<file path="src/design/stp_pkg.sv">
// Shared constants, codes and types for the stereo timestamp pairing core.
package stp_pkg;

  localparam int TRIGGER_DEPTH = 8;
  localparam int TAG_BITS      = 8;

  localparam int TS_W       = 63;
  localparam int TAG_W      = 8;
  localparam int DELAY_W    = 30;
  localparam int IN_DATA_W  = 72;
  localparam int OUT_DATA_W = 88;
  localparam int CFG_AW     = 4;
  localparam int CFG_DW     = 32;

  localparam int RING_AW = (TRIGGER_DEPTH > 1) ? $clog2(TRIGGER_DEPTH) : 1;
  localparam int FILL_W  = $clog2(TRIGGER_DEPTH + 1);

  localparam logic [TAG_W-1:0] TAG_MASK = TAG_W'((17'(1) << TAG_BITS) - 17'(1));

  // request kinds
  localparam logic [1:0] REQ_LEFT  = 2'd0;
  localparam logic [1:0] REQ_RIGHT = 2'd1;
  localparam logic [1:0] REQ_TRIG  = 2'd2;
  localparam logic [1:0] REQ_NONE  = 2'd3;

  // result codes
  localparam logic [2:0] EV_PAIR     = 3'd0;
  localparam logic [2:0] EV_STORED   = 3'd1;
  localparam logic [2:0] EV_OLD_DROP = 3'd2;
  localparam logic [2:0] EV_NEW_DROP = 3'd3;
  localparam logic [2:0] EV_TRIGGER  = 3'd4;

  // stamp strategies
  localparam logic [1:0] STRAT_EARLIEST = 2'd0;
  localparam logic [1:0] STRAT_AVERAGE  = 2'd1;
  localparam logic [1:0] STRAT_LEFT     = 2'd2;
  localparam logic [1:0] STRAT_RIGHT    = 2'd3;

  // register indexes
  localparam logic [1:0] REG_MAX_DELAY = 2'd0;
  localparam logic [1:0] REG_STRATEGY  = 2'd1;
  localparam logic [1:0] REG_USE_TRIG  = 2'd2;
  localparam logic [1:0] REG_WINDOW    = 2'd3;

  localparam logic [DELAY_W-1:0] MAX_DELAY_RST = DELAY_W'(25000000);
  localparam logic [DELAY_W-1:0] WINDOW_RST    = DELAY_W'(60000000);

  typedef struct packed {
    logic [63:0] a;
    logic [63:0] b;
    logic        sub;
  } alu_req_t;

  typedef struct packed {
    logic [63:0] sum;
    logic        borrow;
  } alu_rsp_t;

  typedef struct packed {
    logic              rd_en;
    logic [FILL_W-1:0] rd_ofs;
    logic              wr_en;
  } ring_ctl_t;

endpackage

</file>
<file path="src/design/stereo_timestamp_pairing_core.sv">
// Top level: stereo frame pairing sequencer around one shared adder and a trigger ring.
//
// Input beats carry a left frame, right frame or trigger time (in_tuser) with a
// 63-bit ns timestamp and buffer tag. Each left, right or trigger beat gives one
// result beat; a beat of the undefined kind is absorbed with no result.
// in_tready is high only while the sequencer is idle; one beat is worked at a time.
// Trigger beats and frames that store or drop without comparison go from decode
// straight to the result; other frames take the difference, absolute value and
// delay compare, and a pair then the stamp step and, when trigger stamping is on,
// a scan of the ring: each entry takes a ring read and a subtract, a qualifying
// one also a window compare and, if a trigger was already found, a best-distance
// compare, all arithmetic on the one shared 64-bit adder. The block is ready again
// the cycle after the result is loaded.
// The result sits in an output register; if the receiver stalls, the next beat is
// still accepted and worked, and the sequencer holds its result until the output
// register frees up.
// Reset (rst_n low, synchronous) clears the pending frame, the trigger ring fill
// and pointer, the output valid and loads the register defaults.
// Registers (APB, byte address 4*i): max pair delay, stamp strategy, trigger
// mode, trigger window. Write them only while the block is idle.
module stereo_timestamp_pairing_core (
  input  logic                              clk,
  input  logic                              rst_n,
  input  logic                              in_tvalid,
  output logic                              in_tready,
  // [62:0] timestamp_ns, [70:63] frame_tag, [71] zero
  input  logic [stp_pkg::IN_DATA_W-1:0]     in_tdata,
  // [1:0] req_type
  input  logic [1:0]                        in_tuser,
  output logic                              out_tvalid,
  input  logic                              out_tready,
  // [7:0] left_tag, [15:8] right_tag, [78:16] pair_stamp_ns,
  // [79] stamp_from_trigger, [80] dropped_side, [87:81] zero
  output logic [stp_pkg::OUT_DATA_W-1:0]    out_tdata,
  // [2:0] event_code
  output logic [2:0]                        out_tuser,
  input  logic                              cfg_psel,
  input  logic                              cfg_penable,
  input  logic                              cfg_pwrite,
  input  logic [stp_pkg::CFG_AW-1:0]        cfg_paddr,
  input  logic [stp_pkg::CFG_DW-1:0]        cfg_pwdata,
  output logic [stp_pkg::CFG_DW-1:0]        cfg_prdata,
  output logic                              cfg_pready
);

  localparam logic [3:0] S_IDLE  = 4'd0;
  localparam logic [3:0] S_DEC   = 4'd1;
  localparam logic [3:0] S_ABS   = 4'd2;
  localparam logic [3:0] S_CMP   = 4'd3;
  localparam logic [3:0] S_STAMP = 4'd4;
  localparam logic [3:0] S_RD    = 4'd5;
  localparam logic [3:0] S_TSUB  = 4'd6;
  localparam logic [3:0] S_TWIN  = 4'd7;
  localparam logic [3:0] S_TBEST = 4'd8;
  localparam logic [3:0] S_FIN   = 4'd9;

  localparam int TS_W = stp_pkg::TS_W;

  // configuration
  logic [stp_pkg::DELAY_W-1:0] max_delay_r, window_r;
  logic [1:0]                  strategy_r;
  logic                        use_trig_r;
  logic                        cfg_we;

  // sequencer and work registers
  logic [3:0]                  state_r, state_nxt;
  logic [1:0]                  req_r;
  logic [TS_W-1:0]             ts_r;
  logic [stp_pkg::TAG_W-1:0]   tag_r;
  logic                        pend_valid_r, pend_valid_nxt;
  logic                        pend_right_r;
  logic [TS_W-1:0]             pend_stamp_r;
  logic [stp_pkg::TAG_W-1:0]   pend_tag_r;
  logic [63:0]                 acc_r, acc_nxt;
  logic                        lt_r, lt_nxt;
  logic [TS_W-1:0]             st_r, st_nxt;
  logic [TS_W-1:0]             d_r, d_nxt;
  logic [TS_W-1:0]             best_r, best_nxt;
  logic [TS_W-1:0]             bestd_r, bestd_nxt;
  logic                        found_r, found_nxt;
  logic [stp_pkg::FILL_W-1:0]  k_r, k_nxt;
  logic [2:0]                  ev_r, ev_nxt;
  logic                        side_r, side_nxt;

  logic                        out_valid_r, out_valid_nxt;
  logic [stp_pkg::OUT_DATA_W-1:0] out_tdata_r, out_tdata_nxt;
  logic [2:0]                  out_tuser_r, out_tuser_nxt;

  logic                        in_fire, fin_go, is_right;
  stp_pkg::alu_req_t           alu_req;
  stp_pkg::alu_rsp_t           alu_rsp;
  stp_pkg::ring_ctl_t          ring_ctl;
  logic [TS_W-1:0]             ring_data;
  logic [stp_pkg::FILL_W-1:0]  ring_fill;
  logic                        trig_ok;

  stp_alu u_alu (
    .req (alu_req),
    .rsp (alu_rsp)
  );

  stp_trig_ring u_ring (
    .clk     (clk),
    .rst_n   (rst_n),
    .ctl     (ring_ctl),
    .wr_data (ts_r),
    .rd_data (ring_data),
    .fill    (ring_fill)
  );

  assign in_tready = (state_r == S_IDLE);
  assign in_fire   = in_tvalid & in_tready;
  assign is_right  = (req_r == stp_pkg::REQ_RIGHT);
  assign fin_go    = (state_r == S_FIN) & (~out_valid_r | out_tready);
  assign trig_ok   = (ring_data != '0) & ~alu_rsp.borrow & (alu_rsp.sum != '0);

  always_comb begin
    state_nxt      = state_r;
    pend_valid_nxt = pend_valid_r;
    acc_nxt        = acc_r;
    lt_nxt         = lt_r;
    st_nxt         = st_r;
    d_nxt          = d_r;
    best_nxt       = best_r;
    bestd_nxt      = bestd_r;
    found_nxt      = found_r;
    k_nxt          = k_r;
    ev_nxt         = ev_r;
    side_nxt       = side_r;
    out_valid_nxt  = out_valid_r & ~out_tready;
    out_tdata_nxt  = out_tdata_r;
    out_tuser_nxt  = out_tuser_r;
    alu_req.a      = {1'b0, ts_r};
    alu_req.b      = {1'b0, pend_stamp_r};
    alu_req.sub    = 1'b1;
    ring_ctl.rd_en  = 1'b0;
    ring_ctl.rd_ofs = k_r;
    ring_ctl.wr_en  = 1'b0;

    unique case (state_r)
      S_IDLE: begin
        if (in_fire) begin
          state_nxt = S_DEC;
        end
      end
      S_DEC: begin
        side_nxt = 1'b0;
        if (req_r == stp_pkg::REQ_NONE) begin
          state_nxt = S_IDLE;
        end else if (req_r == stp_pkg::REQ_TRIG) begin
          ev_nxt    = stp_pkg::EV_TRIGGER;
          state_nxt = S_FIN;
        end else if (!pend_valid_r) begin
          ev_nxt    = stp_pkg::EV_STORED;
          state_nxt = S_FIN;
        end else if (pend_right_r == is_right) begin
          ev_nxt    = stp_pkg::EV_OLD_DROP;
          side_nxt  = pend_right_r;
          state_nxt = S_FIN;
        end else begin
          acc_nxt   = alu_rsp.sum;
          lt_nxt    = alu_rsp.borrow;
          state_nxt = S_ABS;
        end
      end
      S_ABS: begin
        alu_req.a = {1'b0, pend_stamp_r};
        alu_req.b = {1'b0, ts_r};
        if (lt_r) begin
          acc_nxt = alu_rsp.sum;
        end
        state_nxt = S_CMP;
      end
      S_CMP: begin
        alu_req.a = acc_r;
        alu_req.b = 64'(max_delay_r);
        if (alu_rsp.borrow) begin
          ev_nxt    = stp_pkg::EV_PAIR;
          state_nxt = S_STAMP;
        end else if (!lt_r && acc_r != '0) begin
          ev_nxt    = stp_pkg::EV_OLD_DROP;
          side_nxt  = pend_right_r;
          state_nxt = S_FIN;
        end else begin
          ev_nxt    = stp_pkg::EV_NEW_DROP;
          side_nxt  = is_right;
          state_nxt = S_FIN;
        end
      end
      S_STAMP: begin
        alu_req.sub = 1'b0;
        unique case (strategy_r)
          stp_pkg::STRAT_EARLIEST: st_nxt = lt_r ? ts_r : pend_stamp_r;
          stp_pkg::STRAT_AVERAGE:  st_nxt = alu_rsp.sum[63:1];
          stp_pkg::STRAT_LEFT:     st_nxt = is_right ? pend_stamp_r : ts_r;
          stp_pkg::STRAT_RIGHT:    st_nxt = is_right ? ts_r : pend_stamp_r;
          default:                 st_nxt = ts_r;
        endcase
        found_nxt = 1'b0;
        k_nxt     = '0;
        state_nxt = use_trig_r ? S_RD : S_FIN;
      end
      S_RD: begin
        if (k_r == ring_fill) begin
          state_nxt = S_FIN;
        end else begin
          ring_ctl.rd_en = 1'b1;
          k_nxt          = k_r + stp_pkg::FILL_W'(1);
          state_nxt      = S_TSUB;
        end
      end
      S_TSUB: begin
        alu_req.a = {1'b0, st_r};
        alu_req.b = {1'b0, ring_data};
        d_nxt     = alu_rsp.sum[TS_W-1:0];
        state_nxt = trig_ok ? S_TWIN : S_RD;
      end
      S_TWIN: begin
        alu_req.a = {1'b0, d_r};
        alu_req.b = 64'(window_r);
        state_nxt = S_RD;
        if (alu_rsp.borrow) begin
          if (found_r) begin
            state_nxt = S_TBEST;
          end else begin
            found_nxt = 1'b1;
            best_nxt  = ring_data;
            bestd_nxt = d_r;
          end
        end
      end
      S_TBEST: begin
        alu_req.a = {1'b0, d_r};
        alu_req.b = {1'b0, bestd_r};
        if (alu_rsp.borrow) begin
          best_nxt  = ring_data;
          bestd_nxt = d_r;
        end
        state_nxt = S_RD;
      end
      S_FIN: begin
        if (fin_go) begin
          out_valid_nxt = 1'b1;
          out_tuser_nxt = ev_r;
          out_tdata_nxt = '0;
          out_tdata_nxt[80] = side_r;
          unique case (ev_r)
            stp_pkg::EV_PAIR: begin
              out_tdata_nxt[7:0]   = is_right ? pend_tag_r : tag_r;
              out_tdata_nxt[15:8]  = is_right ? tag_r : pend_tag_r;
              out_tdata_nxt[78:16] = found_r ? best_r : st_r;
              out_tdata_nxt[79]    = found_r;
              pend_valid_nxt       = 1'b0;
            end
            stp_pkg::EV_STORED, stp_pkg::EV_OLD_DROP: begin
              pend_valid_nxt = 1'b1;
            end
            stp_pkg::EV_TRIGGER: begin
              ring_ctl.wr_en = 1'b1;
            end
            default: begin
            end
          endcase
          state_nxt = S_IDLE;
        end
      end
      default: state_nxt = S_IDLE;
    endcase
  end

  always_ff @(posedge clk) begin
    if (!rst_n) begin
      state_r      <= S_IDLE;
      pend_valid_r <= 1'b0;
      out_valid_r  <= 1'b0;
    end else begin
      state_r      <= state_nxt;
      pend_valid_r <= pend_valid_nxt;
      out_valid_r  <= out_valid_nxt;
    end
  end

  always_ff @(posedge clk) begin
    if (in_fire) begin
      req_r <= in_tuser;
      ts_r  <= in_tdata[62:0];
      tag_r <= in_tdata[70:63] & stp_pkg::TAG_MASK;
    end
    if (fin_go && (ev_r == stp_pkg::EV_STORED || ev_r == stp_pkg::EV_OLD_DROP)) begin
      pend_right_r <= is_right;
      pend_stamp_r <= ts_r;
      pend_tag_r   <= tag_r;
    end
    acc_r       <= acc_nxt;
    lt_r        <= lt_nxt;
    st_r        <= st_nxt;
    d_r         <= d_nxt;
    best_r      <= best_nxt;
    bestd_r     <= bestd_nxt;
    found_r     <= found_nxt;
    k_r         <= k_nxt;
    ev_r        <= ev_nxt;
    side_r      <= side_nxt;
    out_tdata_r <= out_tdata_nxt;
    out_tuser_r <= out_tuser_nxt;
  end

  // configuration registers
  assign cfg_we     = cfg_psel & cfg_penable & cfg_pwrite & cfg_pready;
  assign cfg_pready = 1'b1;

  always_ff @(posedge clk) begin
    if (!rst_n) begin
      max_delay_r <= stp_pkg::MAX_DELAY_RST;
      strategy_r  <= stp_pkg::STRAT_EARLIEST;
      use_trig_r  <= 1'b0;
      window_r    <= stp_pkg::WINDOW_RST;
    end else if (cfg_we) begin
      unique case (cfg_paddr[3:2])
        stp_pkg::REG_MAX_DELAY: max_delay_r <= cfg_pwdata[stp_pkg::DELAY_W-1:0];
        stp_pkg::REG_STRATEGY:  strategy_r  <= cfg_pwdata[1:0];
        stp_pkg::REG_USE_TRIG:  use_trig_r  <= cfg_pwdata[0];
        stp_pkg::REG_WINDOW:    window_r    <= cfg_pwdata[stp_pkg::DELAY_W-1:0];
        default: begin
        end
      endcase
    end
  end

  always_comb begin
    unique case (cfg_paddr[3:2])
      stp_pkg::REG_MAX_DELAY: cfg_prdata = stp_pkg::CFG_DW'(max_delay_r);
      stp_pkg::REG_STRATEGY:  cfg_prdata = stp_pkg::CFG_DW'(strategy_r);
      stp_pkg::REG_USE_TRIG:  cfg_prdata = stp_pkg::CFG_DW'(use_trig_r);
      stp_pkg::REG_WINDOW:    cfg_prdata = stp_pkg::CFG_DW'(window_r);
      default:                cfg_prdata = '0;
    endcase
  end

  assign out_tvalid = out_valid_r;
  assign out_tdata  = out_tdata_r;
  assign out_tuser  = out_tuser_r;

  a_pair_clears_pending: assert property (@(posedge clk) disable iff (!rst_n)
    (fin_go && ev_r == stp_pkg::EV_PAIR) |=> !pend_valid_r)
    else $error("pending frame survived a pair");

  a_store_sets_pending: assert property (@(posedge clk) disable iff (!rst_n)
    (fin_go && (ev_r == stp_pkg::EV_STORED || ev_r == stp_pkg::EV_OLD_DROP))
      |=> pend_valid_r && pend_stamp_r == $past(ts_r))
    else $error("new frame not held as pending");

  a_trig_stamp_only_in_mode: assert property (@(posedge clk) disable iff (!rst_n)
    (out_tvalid && out_tdata[79]) |-> (use_trig_r && out_tuser == stp_pkg::EV_PAIR))
    else $error("trigger stamp outside trigger mode or pair");

endmodule

</file>
<file path="src/design/stp_alu.sv">
// Shared 64-bit add/subtract unit with borrow flag.
module stp_alu (
  input  stp_pkg::alu_req_t req,
  output stp_pkg::alu_rsp_t rsp
);

  logic [63:0] b_x;
  logic [64:0] full;

  assign b_x  = req.sub ? ~req.b : req.b;
  assign full = {1'b0, req.a} + {1'b0, b_x} + 65'(req.sub);

  assign rsp.sum    = full[63:0];
  assign rsp.borrow = req.sub & ~full[64];

endmodule

</file>
<file path="src/design/stp_trig_ring.sv">
// Trigger time ring: storage, fill count, oldest pointer and registered read port.
module stp_trig_ring (
  input  logic                          clk,
  input  logic                          rst_n,
  input  stp_pkg::ring_ctl_t            ctl,
  input  logic [stp_pkg::TS_W-1:0]      wr_data,
  output logic [stp_pkg::TS_W-1:0]      rd_data,
  output logic [stp_pkg::FILL_W-1:0]    fill
);

  localparam int SUM_W = stp_pkg::RING_AW + 1;

  logic [stp_pkg::TS_W-1:0]    mem [stp_pkg::TRIGGER_DEPTH];
  logic [stp_pkg::TS_W-1:0]    rd_data_r;
  logic [stp_pkg::FILL_W-1:0]  fill_r, fill_nxt;
  logic [stp_pkg::RING_AW-1:0] oldest_r, oldest_nxt;
  logic [SUM_W-1:0]            rd_sum, wr_sum;
  logic [stp_pkg::RING_AW-1:0] rd_addr, wr_addr;
  logic                        full;

  assign full = (fill_r == stp_pkg::FILL_W'(stp_pkg::TRIGGER_DEPTH));

  always_comb begin
    rd_sum = SUM_W'(oldest_r) + SUM_W'(ctl.rd_ofs);
    if (rd_sum >= SUM_W'(stp_pkg::TRIGGER_DEPTH)) begin
      rd_sum = rd_sum - SUM_W'(stp_pkg::TRIGGER_DEPTH);
    end
    rd_addr = stp_pkg::RING_AW'(rd_sum);
  end

  always_comb begin
    wr_sum = SUM_W'(oldest_r) + SUM_W'(fill_r);
    if (wr_sum >= SUM_W'(stp_pkg::TRIGGER_DEPTH)) begin
      wr_sum = wr_sum - SUM_W'(stp_pkg::TRIGGER_DEPTH);
    end
    wr_addr = full ? oldest_r : stp_pkg::RING_AW'(wr_sum);
  end

  always_comb begin
    fill_nxt   = fill_r;
    oldest_nxt = oldest_r;
    if (ctl.wr_en) begin
      if (full) begin
        if (oldest_r == stp_pkg::RING_AW'(stp_pkg::TRIGGER_DEPTH - 1)) begin
          oldest_nxt = '0;
        end else begin
          oldest_nxt = oldest_r + stp_pkg::RING_AW'(1);
        end
      end else begin
        fill_nxt = fill_r + stp_pkg::FILL_W'(1);
      end
    end
  end

  always_ff @(posedge clk) begin
    if (!rst_n) begin
      fill_r   <= '0;
      oldest_r <= '0;
    end else begin
      fill_r   <= fill_nxt;
      oldest_r <= oldest_nxt;
    end
  end

  always_ff @(posedge clk) begin
    if (ctl.wr_en) begin
      mem[wr_addr] <= wr_data;
    end
    if (ctl.rd_en) begin
      rd_data_r <= mem[rd_addr];
    end
  end

  assign rd_data = rd_data_r;
  assign fill    = fill_r;

  a_fill_bound: assert property (@(posedge clk) disable iff (!rst_n)
    fill_r <= stp_pkg::FILL_W'(stp_pkg::TRIGGER_DEPTH))
    else $error("trigger fill count above depth");

  a_oldest_moves_when_full: assert property (@(posedge clk) disable iff (!rst_n)
    !full |-> oldest_r == '0)
    else $error("oldest pointer moved before ring filled");

  a_full_stays: assert property (@(posedge clk) disable iff (!rst_n)
    full |=> full)
    else $error("full trigger ring lost entries");

endmodule

</file>
<file path="config.mk">
export PLATFORM = sky130hd
export DESIGN_NAME = stereo_timestamp_pairing_core
export DESIGN_NICKNAME = d
export VERILOG_FILES = /design/src/design/stp_pkg.sv /design/src/design/stereo_timestamp_pairing_core.sv /design/src/design/stp_alu.sv /design/src/design/stp_trig_ring.sv
export SDC_FILE = /design/constraint.sdc
export NUM_CORES = 2
export LEC_CHECK = 0
export BUFFER_PORTS_ARGS = -buffer_cell sky130_fd_sc_hd__clkbuf_2
export CAP_MARGIN = 25
export CORE_MARGIN = 1
export CORE_UTILIZATION = 60
export DETAILED_ROUTE_END_ITERATION = 16
export MAX_ROUTING_LAYER = met4
export PLACE_DENSITY = 0.76
export SKIP_CTS_REPAIR_TIMING = 1
export SLEW_MARGIN = 20
export SYNTH_ARGS = -nofsm -noshare
export SYNTH_HDL_FRONTEND = slang
export SYNTH_HIERARCHICAL = 1
export SYNTH_SLANG_ARGS = --single-unit
</file>
<file path="constraint.sdc">
create_clock -name clk -period 22.1 [get_ports clk]
set_input_delay 0 -clock clk [delete_from_list [all_inputs] [get_ports clk]]
set_output_delay 0 -clock clk [all_outputs]
set_load 0.005 [all_outputs]
</file>
# --- After elaboration in Yosys (flattened, before gate mapping) ---
# Memory sizes are Yosys's and may differ from the RTL's. A register that Yosys moved wholly into a read port is not among the register bits.
# Index checks and enable logic that the tools add are counted.
totals:
  out_inout_bits: 126
  mem_count: 1
  mem_bits_rw: 504
  register_bits: 631
  wordCells: 200
  in_bits: 117
mem_list:
  columns: ["name", "depth", "word_bits", "read_ports", "rd_clocked_by_memory_dff", "wr", "line_no", "text"]
  rows:
  - ["u_ring.mem", 8, 63, 1, 1, 1, "stp_trig_ring.sv:13", "logic [stp_pkg::TS_W-1:0] mem [stp_pkg::TRIGGER_DEPTH];"]
classes:
  add_sub_neg: 9
  bitwise: 18
  order_cmp: 2
  mux: 70
  reduce_logical: 34
  n_eq_ne: 38
op_table:
  columns: ["op", "count"]
  rows:
  - ["128-bit case mux with 5 select lines", 1]
  - ["63-bit 2-to-1 mux", 10]
  - ["64-bit 2-to-1 mux", 6]
  - ["63-bit case mux with 2 select lines", 2]
  - ["63-bit case mux with 4 select lines", 1]
  - ["32-bit case mux with 4 select lines", 1]
  - ["64-bit case mux with 2 select lines", 1]
  - ["64-bit nonzero test", 2]
  - ["64-bit by 64-bit adder with 65-bit output", 1]
  - ["65-bit by 1-bit adder with 65-bit output", 1]
  - ["64-bit inverter", 1]
  - ["63-bit nonzero test", 1]
  - ["4-bit 2-to-1 mux", 12]
  - ["4-bit case mux with 10 select lines", 1]
  - ["3-bit 2-to-1 mux", 8]
  - ["2-bit != test (second input constant)", 11]
  - ["2-bit AND reduction", 11]
  - ["1-bit 2-to-1 mux", 18]
  - ["4-bit by 3-bit == test with 1-bit output (second input constant)", 4]
  - ["8-bit 2-to-1 mux", 2]
  - ["2-bit == test (second input constant)", 6]
  - ["4-bit == test (second input constant)", 3]
  - ["2-bit nonzero test", 6]
  - ["3-bit by 4-bit adder with 4-bit output", 2]
  - ["32 further kinds", 59]

# --- Logic depth before layout (Yosys ltp) ---
logic_depth:
  word_depth: 13
  mapped_depth: 25
  mapped_depth_nobuf: 22

# --- Hierarchy ---
# The synthesis kept the hierarchy.
by_module_without_submodules:
  columns: ["module", "instances", "area_each_um2", "cells_each", "seq_area_each_um2"]
  rows:
  - ["stereo_timestamp_pairing_core", 1, 27545.2, 2154, 18047.3]
  - ["stp_trig_ring", 1, 21660.8, 863, 17166.5]
  - ["stp_alu", 1, 4342.9, 633, 0.0]

# --- Worst setup path before layout ---
# OpenSTA, ideal clock, no wires.
synth_timing:
  kind: "register to register"
  from: "register state_r[2]"
  to: "memory u_ring/mem[4][0] (netlist bit) (enable)"
  required_time_ns: 21.461
  n_path_buf: 1
  stages_incl_launch_ff: 7
  setup_time_ns: 0.639
  setup_slack_ns: 13.474
  period_less_slack_ns: 8.626
  arrival_ns: 7.987
  path_cell_list: "dfxtp_1 -> buf_2 -> and4bb_2 -> nand2b_1 -> nor4b_1 -> inv_1 -> nor4_1"
synth_lines:
  columns: ["item", "line_no", "text"]
  rows:
  - ["start: declaration", "stereo_timestamp_pairing_core.sv:66", "logic [3:0] state_r, state_nxt;"]
  - ["start signal: assignment", "stereo_timestamp_pairing_core.sv:277", "state_r <= state_nxt;"]
  - ["end: declaration", "stp_trig_ring.sv:13", null]

==> metrics <==
status=complete, but fails checks; failing checks=negative hold slack; kind of critical path=flip-flop to flip-flop; Max Slew Vio Count=0; pin count of the biggest net entering global routing=95; hold_ws=-0.00710 ns; Fin. Hold Viols=5; asr flop ratio synth=0%; PwrDens=88.9 mW/mm2; Mapped Cells=3650; Starting Density=60.6%; crit-path most repeated cell=nor2_1; detailed-route via count=35.1k; Critical Path AT=8.81 ns; placed inst area=0.0556 mm2; Final #Nets=4159; Sink Count=1198; initial DRC count=5168; remaining routing DRC violations=0; remaining antenna violation count=0; CTS tree=built; most common cell after layout, fill and taps aside=edfxtp_1; Inserted Clock Buffers=116; crit path from=state_r[2]$_SDFFE_PN0P_; slowest stage delay, CP=0.80 ns; synthesized flop and latch total=1198; critical path peak fanout=66; IO buf count=227; die area=0.0904 mm2; Hold Crit Class=primary input to flip-flop; Die Y=301 um; DR pass1 iterations=9; Synth Warn #=6; fmax=0.118 GHz; routed len/inst=28.1 um; commonest non-fill, non-tap cells in the layout=1122 x edfxtp_1, 307 x nor2_1, 297 x nand2_1; RSZ-0062 raised after global routing=false; FF-to-FF Start=state_r[2]$_SDFFE_PN0P_; first-pass GRT wire length=213000 um; Clock Latency Late Sink=0.71 ns; vias per cell=6.71; Mapped Area=0.0535 mm2; root buffer cell=clkbuf_16; CP Capture Type=flip-flop; Die Width=301 um; Mean Syn Cell Area=14.7 um2; IO Count=243; total grt overflow=0; CP cell instances=nor2b_1, and2_4, buf_4, a222oi_1, a31oi_1, mux2i_1, fa_1, nand2b_1, a2111oi_2, nor2_1, o21ai_1, a31oi_1, o221ai_1, o21ai_1, nor2_1, nor2_1, and2_4, buf_4; total core area=0.0884 mm2; Fillers=5852; Synth Flop Type=edfxtp_1; vias in the first global route=33.1k; Non-Filler Cell Area, Final=0.0607 mm2; CP max-delay cell=and2_4; Critical Path Source Type=flip-flop; clk buf depth=3; Worst slew margin=26.8%; Worst EP required=22.41 ns; aggregate negative setup slack=0 ns; Rows=109; htree depth=3; Total GRT Usage=32.9%; Final Critical Period=8.51 ns; synth unique cells=90; Post-synth EDFFs=1122; initial antenna violation count=1; Seq/Total Area, Yosys=65.8%; Pleak=21.0 nW; worst ir drop on vdd=87.9 uV; crit share post-route=38.5%; final WL=147000 um; number of max-cap violations=0; DP Wirelength=92900 um; layout cells sized above 1=17.5%; Slew @ Worst Pin=1.10 ns; fin cells=5234; Clk pin slew, worst setup/hold paths=0.06 ns; Area growth syn-to-layout=13.4%; Setup-failing EPs final=0; routability cong.=1.00; clk_skew=0.0329 ns; Post-Place Cells=4884; Hold Path Origin=cfg_pwrite
==> registers in the layout, indices dropped and copies added (netlist names), 63 cells and up <==
| name | count |
|---|---|
| u_ring/rd_data | 63 |
| d_r | 63 |
| pend_stamp_r | 63 |
| ts_r | 63 |
| acc_r | 64 |
| out_tdata | 81 |
| st_r | 63 |
| best_r | 63 |
| u_ring/mem | 504 |
| bestd_r | 63 |
==> report_power, final <==
group	internal [W]	total, W	switching, W	leakage (nW)
sequential	0.00259	0.00264	0.0000527	10.8
clock	0.00112	0.00198	0.000860	1.86
combinational	0.000253	0.000778	0.000526	8.33
total	0.00396	0.00540	0.00144	21.0
==> metal layers <==
layer	wire, um	track usage (%)	vias to the layer above
li1	-	-	15100
met1	57700	46.2	17500
met2	67200	47.7	2261
met3	16300	5.95	316
met4	5970	13.4	0
met5	0	-	-
==> area by class of cell <==
type                            instances  area, um2  share of cell area [%]
Timing Repair Buffer                  432       3020                    4.97
Clock buffer                          138       3030                    4.98
Antenna cell                            1       2.50                 0.00412
Sequential cell                      1198      35200                    58.0
Tap cell                             1165       1460                    2.40
Multi-Input combinational cell       2192      17200                    28.2
Inverter                               28        108                   0.177
Clock inverter                         80        739                    1.22
==> cells by family after synthesis <==
family	Yosys count	synth area share, %
AND/OR/NAND/NOR	841	6.99
flip-flops	1198	65.8
XOR/XNOR	135	2.26
AO/OA/AOI/OAI	739	9.80
adder cells (fa/ha/maj)	74	1.77
buffers and inverters	269	2.58
other	2	0.0140
multiplexers	392	10.8
==> worst paths after layout <==
kind | end | slack, ns | cells after the start
max | bestd_r[36]$_DFFE_PP_ | 13.59 | 18
min | max_delay_r[1]$_SDFFE_PN0P_ | -0.007 | 6
max reg2reg | bestd_r[36]$_DFFE_PP_ | 13.59 | 18
min reg2reg | out_tdata[80]$_DFFE_PP_ | 0.42 | 0
==> worst max-delay path: cells and delay by family (launching register included) <==
kind / cells / cell delay [ns]
buffers and inverters: 2 / 1.54
adders and majority gates: 1 / 0.29
AOI/OAI and AO/OA: 7 / 2.31
and+or+nand+nor: 7 / 2.78
DFF: 1 / 0.63
muxes: 1 / 0.38
==> cells in the mapped netlist (59+ instances only) <==
| cell | n | area, um2 |
|---|---|---|
| dfxtp_1 | 76 | 1520 |
| nand2_1 | 300 | 1130 |
| nor4_1 | 59 | 369 |
| mux4_2 | 112 | 2520 |
| a211oi_1 | 70 | 526 |
| edfxtp_1 | 1122 | 33700 |
| buf_2 | 103 | 515 |
| a222oi_1 | 119 | 1190 |
| mux2i_1 | 200 | 2000 |
| xor2_1 | 94 | 823 |
| clkbuf_1 | 98 | 368 |
| a21oi_1 | 195 | 976 |
| nor2_1 | 309 | 1160 |
| a31oi_1 | 99 | 619 |
| ha_1 | 71 | 888 |
==> stage by stage <==
stage | utilization [%] | total power (W) | hold slack, ns | setup slack [ns]
3_3_place_gp | 62.9 | 0.00342 | 0.177 | 13.90
5_1_grt | 68.7 | 0.00555 | 0.000238 | 13.22
3_5_place_dp | 63.0 | 0.00342 | 0.179 | 13.92
6_report | 68.7 | 0.00540 | -0.00710 | 13.59
2_1_floorplan | - | 0.00317 | 0.0989 | 13.47
4_1_cts | 67.2 | 0.00537 | -0.571 | 13.82
No activity file was read; power rests on OpenSTA's default activity.
